## config.mk

```make
export PLATFORM = sky130hd
export DESIGN_NAME = trsf_ctrl
export DESIGN_NICKNAME = d
export VERILOG_FILES = /design/src/hw/rtl/trsf_pkg.sv /design/src/hw/rtl/trsf_ctrl.sv
export SDC_FILE = /design/constraint.sdc
export NUM_CORES = 1
export LEC_CHECK = 0
export ABC_AREA = 0
export BUFFER_PORTS_ARGS = -buffer_cell sky130_fd_sc_hd__buf_2
export CAP_MARGIN = 0
export CORE_AREA = 2 2 39 41
export CTS_BUF_LIST = sky130_fd_sc_hd__clkbuf_16
export CTS_CLUSTER_SIZE = 14
export DETAILED_ROUTE_END_ITERATION = 8
export DIE_AREA = 0 0 41 43
export MAX_ROUTING_LAYER = met4
export REMOVE_ABC_BUFFERS = 1
export SYNTH_ARGS = -nofsm -noshare
export SYNTH_HDL_FRONTEND = slang
export SYNTH_SLANG_ARGS = --single-unit
```

## constraint.sdc

```tcl
create_clock -name clock -period 1 [get_ports clock]
set_input_delay 0.15 -clock clock [delete_from_list [all_inputs] [get_ports clock]]
set_output_delay 0.15 -clock clock [all_outputs]
set_load 0.02 [all_outputs]
```

## src/hw/rtl/trsf_pkg.sv

```systemverilog
`default_nettype none

package trsf_pkg;

   // Width of the register index on the configuration port.
   localparam int CSR_IDX_W = 2;

   // Register indexes of the configuration port.
   localparam logic [CSR_IDX_W-1:0] CSR_CLIP_LEFT   = 2'd0;
   localparam logic [CSR_IDX_W-1:0] CSR_CLIP_TOP    = 2'd1;
   localparam logic [CSR_IDX_W-1:0] CSR_CLIP_RIGHT  = 2'd2;
   localparam logic [CSR_IDX_W-1:0] CSR_CLIP_BOTTOM = 2'd3;

   // Commands from the sequencer to the datapath.
   typedef struct packed {
      logic load;       // capture the accepted request word
      logic box;        // clipped bounding box and vertex deltas
      logic mul;        // edge function and area products at the row start
      logic edge_calc;  // edge values, area sign, scan init
      logic scan;       // test one pixel and step x
      logic finish;     // update running bounds and load the response
   } cmd_type;

   // Status from the datapath back to the sequencer.
   typedef struct packed {
      logic go;         // row is inside the box and the area is nonzero
      logic last_x;     // current pixel is the right end of the box
      logic rsp_free;   // response register can take a new word
   } status_type;

endpackage

`default_nettype wire

```

## src/hw/rtl/trsf_ctrl.sv

```systemverilog
`default_nettype none

module trsf_ctrl (
   input  wire                  clock,
   input  wire                  reset,
   input  wire                  req_tvalid,
   output logic                 req_tready,
   input  trsf_pkg::status_type status,
   output trsf_pkg::cmd_type    cmd
);

   localparam logic [2:0] S_IDLE = 3'd0;
   localparam logic [2:0] S_BOX  = 3'd1;
   localparam logic [2:0] S_MUL  = 3'd2;
   localparam logic [2:0] S_EDGE = 3'd3;
   localparam logic [2:0] S_SCAN = 3'd4;
   localparam logic [2:0] S_DONE = 3'd5;

   logic [2:0] state_ff;
   logic [2:0] state_in;

   assign req_tready = (state_ff == S_IDLE);

   // Next state and command decode.
   always_comb begin
      state_in      = state_ff;
      cmd           = '0;
      case (state_ff)
         S_IDLE: begin
            if (req_tvalid) begin
               cmd.load = 1'b1;
               state_in = S_BOX;
            end
         end
         S_BOX: begin
            cmd.box  = 1'b1;
            state_in = S_MUL;
         end
         S_MUL: begin
            cmd.mul  = 1'b1;
            state_in = S_EDGE;
         end
         S_EDGE: begin
            cmd.edge_calc = 1'b1;
            state_in      = status.go ? S_SCAN : S_DONE;
         end
         S_SCAN: begin
            cmd.scan = 1'b1;
            if (status.last_x) begin
               state_in = S_DONE;
            end
         end
         S_DONE: begin
            if (status.rsp_free) begin
               cmd.finish = 1'b1;
               state_in   = S_IDLE;
            end
         end
         default: begin
            state_in = S_IDLE;
         end
      endcase
   end

   always_ff @(posedge clock) begin
      if (reset) begin
         state_ff <= S_IDLE;
      end else begin
         state_ff <= state_in;
      end
   end

endmodule

`default_nettype wire

```

# After elaboration in Yosys (flattened, before gate mapping)
# Index checks and enable logic that the tools add are counted.
dict set report totals {
  word_cells 24
  out_inout_bits 7
  regBits 3
}
dict set report op_classes {
  n_eq_ne 8
  n_reduce_logical 2
  muxes 13
}
# op count
set op_table {}
lappend op_table {{case mux 3 bit (6 select lines)} 1}
lappend op_table {{2-to-1 mux 1 bit} 9}
lappend op_table {{2-to-1 mux 3 bit} 3}
lappend op_table {{== test 3 x 2 -> 1 bit, second input constant} 2}
lappend op_table {{== test 3 bit, second input constant} 2}
lappend op_table {{!= test 2 bit, second input constant} 3}
lappend op_table {{== test 3 x 1 -> 1 bit, second input constant} 1}
lappend op_table {{logical NOT 3 bit} 1}
lappend op_table {{AND reduction 3 bit} 1}

# Logic depth before layout (Yosys ltp)
dict set report depth {
  word_depth 3
  ltp_mapped 4
}

# Worst setup path after synthesis
# OpenSTA, ideal clock, no wires.
dict set report synth_timing {
  kind {register to output}
  from {register state_ff[0]}
  to {output cmd[5] (netlist bit)}
  n_path_buf 1
  setup_slack_ps -225
  required_ps 850
  arrival_time_ps 1075
  stages_incl_launch_ff 4
  cell_sequence {dfxtp_1 buf_2 nor3_2 and2_1}
}
# item line
set synth_rtl {}
lappend synth_rtl {{start, declared} trsf_ctrl.sv:19} ;# logic [2:0] state_ff;
lappend synth_rtl {{start signal, assigned} trsf_ctrl.sv:69} ;# state_ff <= state_in;
lappend synth_rtl {{end, declared} trsf_ctrl.sv:9} ;# output trsf_pkg::cmd_type cmd

==> impl_metrics.py <==
metrics = {
    "critical_path": {
        "crit_path_start_kind": "flop",
        "crit_family": "flip-flops",
        "cp_slowest_cell": "dfxtp_4",
        "cp_slowest_stage_delay_ns": 0.36,
        "crit_arrival_ns": 1.04,
        "worstPathMaxFanout": 6,
        "cp.required_ns": 0.85,
        "end_kind": "output port",
        "cp_cell_sequence": "nor3_4, and2_4, buf_6",
        "critPathBufInv": 1,
        "criticalPathCategory": "reg -> out",
    },
    "logic_synthesis": {
        "synth_seq_cells": 3,
        "yosys_warnings": 0,
        "synth_cells": 27,
        "yosys-top-cells-area": "dfxtp_1 (27%), buf_6 (10%), a21oi_1 (6.8%), nor3b_1 (6.8%), and2_1 (5.7%)",
        "syn-cell-area_sq_um": 220,
        "async_reset_ff_frac": 0,
        "synth_cell_types": 18,
        "yosys.area.top_type_share": 0.273,
        "synth_edf_count": 0,
        "syn_avg_cell_area_sq_um": 8.16,
        "ys_top_cells_by_count": "a21oi_1 (3), dfxtp_1 (3)",
        "yosysSeqAreaShare": 0.273,
        "synthFlopType": "dfxtp_1",
        "yosys.area.top_type": "dfxtp_1",
    },
    "cells_and_area": {
        "syn_to_final_growth_pct": 125,
        "largest_register_ffs": 3,
        "nNetsFinal": 55,
        "reg_top3": "state_ff x3",
        "drive_above_1_share": 0.688,
        "registers.top_by_ff_count": "state_ff",
        "diodes": 0,
    },
    "sta": {
        "fin_crit_sh": 1.19,
        "finalCriticalPeriod_ns": 1.19,
        "setup_tns_ns": -1.22,
        "max_slew_margin": 0.891,
        "slew_violations": 0,
        "fin_skew_ns": 0.00153,
        "worst_slew_pin_slew_ns": 0.163,
        "clock.fmax_mhz": 842,
        "rsz0062_at_grt": "yes",
        "final-setup-viol-count": 9,
        "hold_viol": 0,
        "setup_slack_ns": -0.187,
    },
    "floorplanning": {
        "rows": 14,
        "core_sq_um": 1380,
        "die_area_sq_um": 1760,
        "die_w_um": 41,
        "start_util": 0.159,
        "io_pins": 13,
        "dieHeight_um": 43,
    },
    "power_and_ir_drop": {
        "totalPowerFinal_uw": 1360,
        "power.density_nw_per_um2": 2740,
        "switching_power_uw": 394,
        "ir_worst_vdd_v": 0.00106,
        "pwr-share-seq": 0.172,
        "combinationalPowerShare": 0.374,
        "clkPwrFrac": 0.454,
        "swShare": 0.290,
        "power.internal_uw": 964,
        "leakage_uw": 0.000225,
    },
    "grt": {
        "grt_pass1_vias": 241,
        "grt.busiest_layer": "met2",
        "overflow": 0,
        "use_met2": 0.144,
        "met3_usage": 0.0314,
        "grt_use_met1": 0.0735,
        "track_usage": 0.0832,
        "grt_pass1_wl_um": 938,
        "antenna_found_initial": 0,
        "grt_max_degree": 9,
    },
    "detailed_routing": {
        "first_pass_iters": 1,
        "wl_per_cell_um": 10.8,
        "wl_um": 692,
        "drtAntennaViolNets": 0,
        "route.detailed.drc": 0,
        "drt_iter0_drc": 0,
        "routed_via_density": 4.16,
        "num_vias": 266,
    },
    "cts": {
        "clk_path_buf_depth": 2,
        "cts_buffers": 3,
        "cts-hold-fix-buffers": 0,
        "clock_sinks": 3,
        "htreeDepth": 1,
        "clockRootBuffer": "clkbuf_16",
        "clk_latency_ns": 0.22,
        "clkTransAtPathRegs_ns": 0.03,
        "cts_tree": "done",
    },
    "placed_design": {
        "dp_hpwl_um": 435,
        "gp_congestion": 0.668,
        "port_buffers": 12,
    },
    "run": {
        "maxCapViolCount": 0,
    },
    "worst_hold_path": {
        "hold_path.class": "in -> reg",
    },
    "run_status": {
        "status": "finished, violations left",
        "failed_checks": "negative setup slack",
    },
}
-- power groups by stage --
stage | combinational, uW | sequential [uW] | clock (uW)
floorplan | 205 | 201 | 0
global placement | 378 | 196 | 0
detailed placement | 380 | 197 | 0
CTS | 443 | 206 | 633
global route | 549 | 246 | 647
finish | 507 | 234 | 617
-- kinds of logic (layout without fill, tap and decap cells) --
logic type | count (synthesis) | after routing | synth area share
AOI/OAI and AO/OA | 5 | 5 | 0.131
buffers and inverters | 4 | 25 | 0.142
muxes | 1 | 1 | 0.0455
xor gates and xnor gates | 1 | 1 | 0.0398
and+or+nand+nor | 13 | 13 | 0.369
DFF | 3 | 3 | 0.273
-- metrics by stage --
step	hold WS, ns	setup WS (ns)	util	area, sq um	instances
after floorplan	0.222	-0.233	-	193	24
after global placement	0.352	-0.0548	0.230	318	58
after detailed placement	0.366	-0.0661	0.230	318	58
after CTS	0.128	-0.185	0.325	450	63
after global routing	0.151	-0.249	0.358	495	64
final	0.136	-0.187	0.358	495	64
-- metal layers --
| layer | routed length (um) | vias to the layer above | share of wire |
|---|---|---|---|
| met4 | 0 | 0 | 0 |
| met3 | 42 | 0 | 0.061 |
| li1 | - | 131 | - |
| met1 | 224 | 128 | 0.32 |
| met2 | 426 | 7 | 0.62 |
| met5 | 0 | - | 0 |
-- cell usage in the layout, fill, tap and decap left out, types with 2 or more instances in the layout --
master and count:
a21oi_1 3, buf_6 5, buf_2 6, buf_4 9, dfxtp_4 3, clkbuf_16 3, nor2_1 2, inv_1 2
-- worst register-to-register path, delay by kind of cell (launching register included) --
kind / cells / cell delay (ns)
simple gates: 2 / 0.31
compound gates: 1 / 0.16
flops: 1 / 0.40
buf+inv: 1 / 0.13
-- final timing paths --
path                      end   startpoint  slack [ns]  depth (start not counted)
setup / recovery       cmd[5]  state_ff[1]       -0.19                          3
hold / removal    state_ff[1]        reset        0.14                          2
setup reg to reg  state_ff[2]  state_ff[2]       -0.11                          4
hold reg to reg   state_ff[1]  state_ff[2]        0.60                          2
-- cell type report --
type	instances	area, sq um
flip-flops and latches	3	71.3
well taps	16	20.0
repair buffers	20	154
inverters	1	3.75
multi-input cells	20	168
fillers	146	888
clock inverters	1	3.75
clock buffers	3	75.1
-- what timing repair did --
item | in CTS | in global routing
endpoints found under the hold margin | 0 | 0
pin swaps | 1 | 2
buffers inserted | 1 | 1
setup endpoints to repair | 9 | 8
resized for setup | 16 | 10
Note: power is estimated with default switching activity, not from simulation.
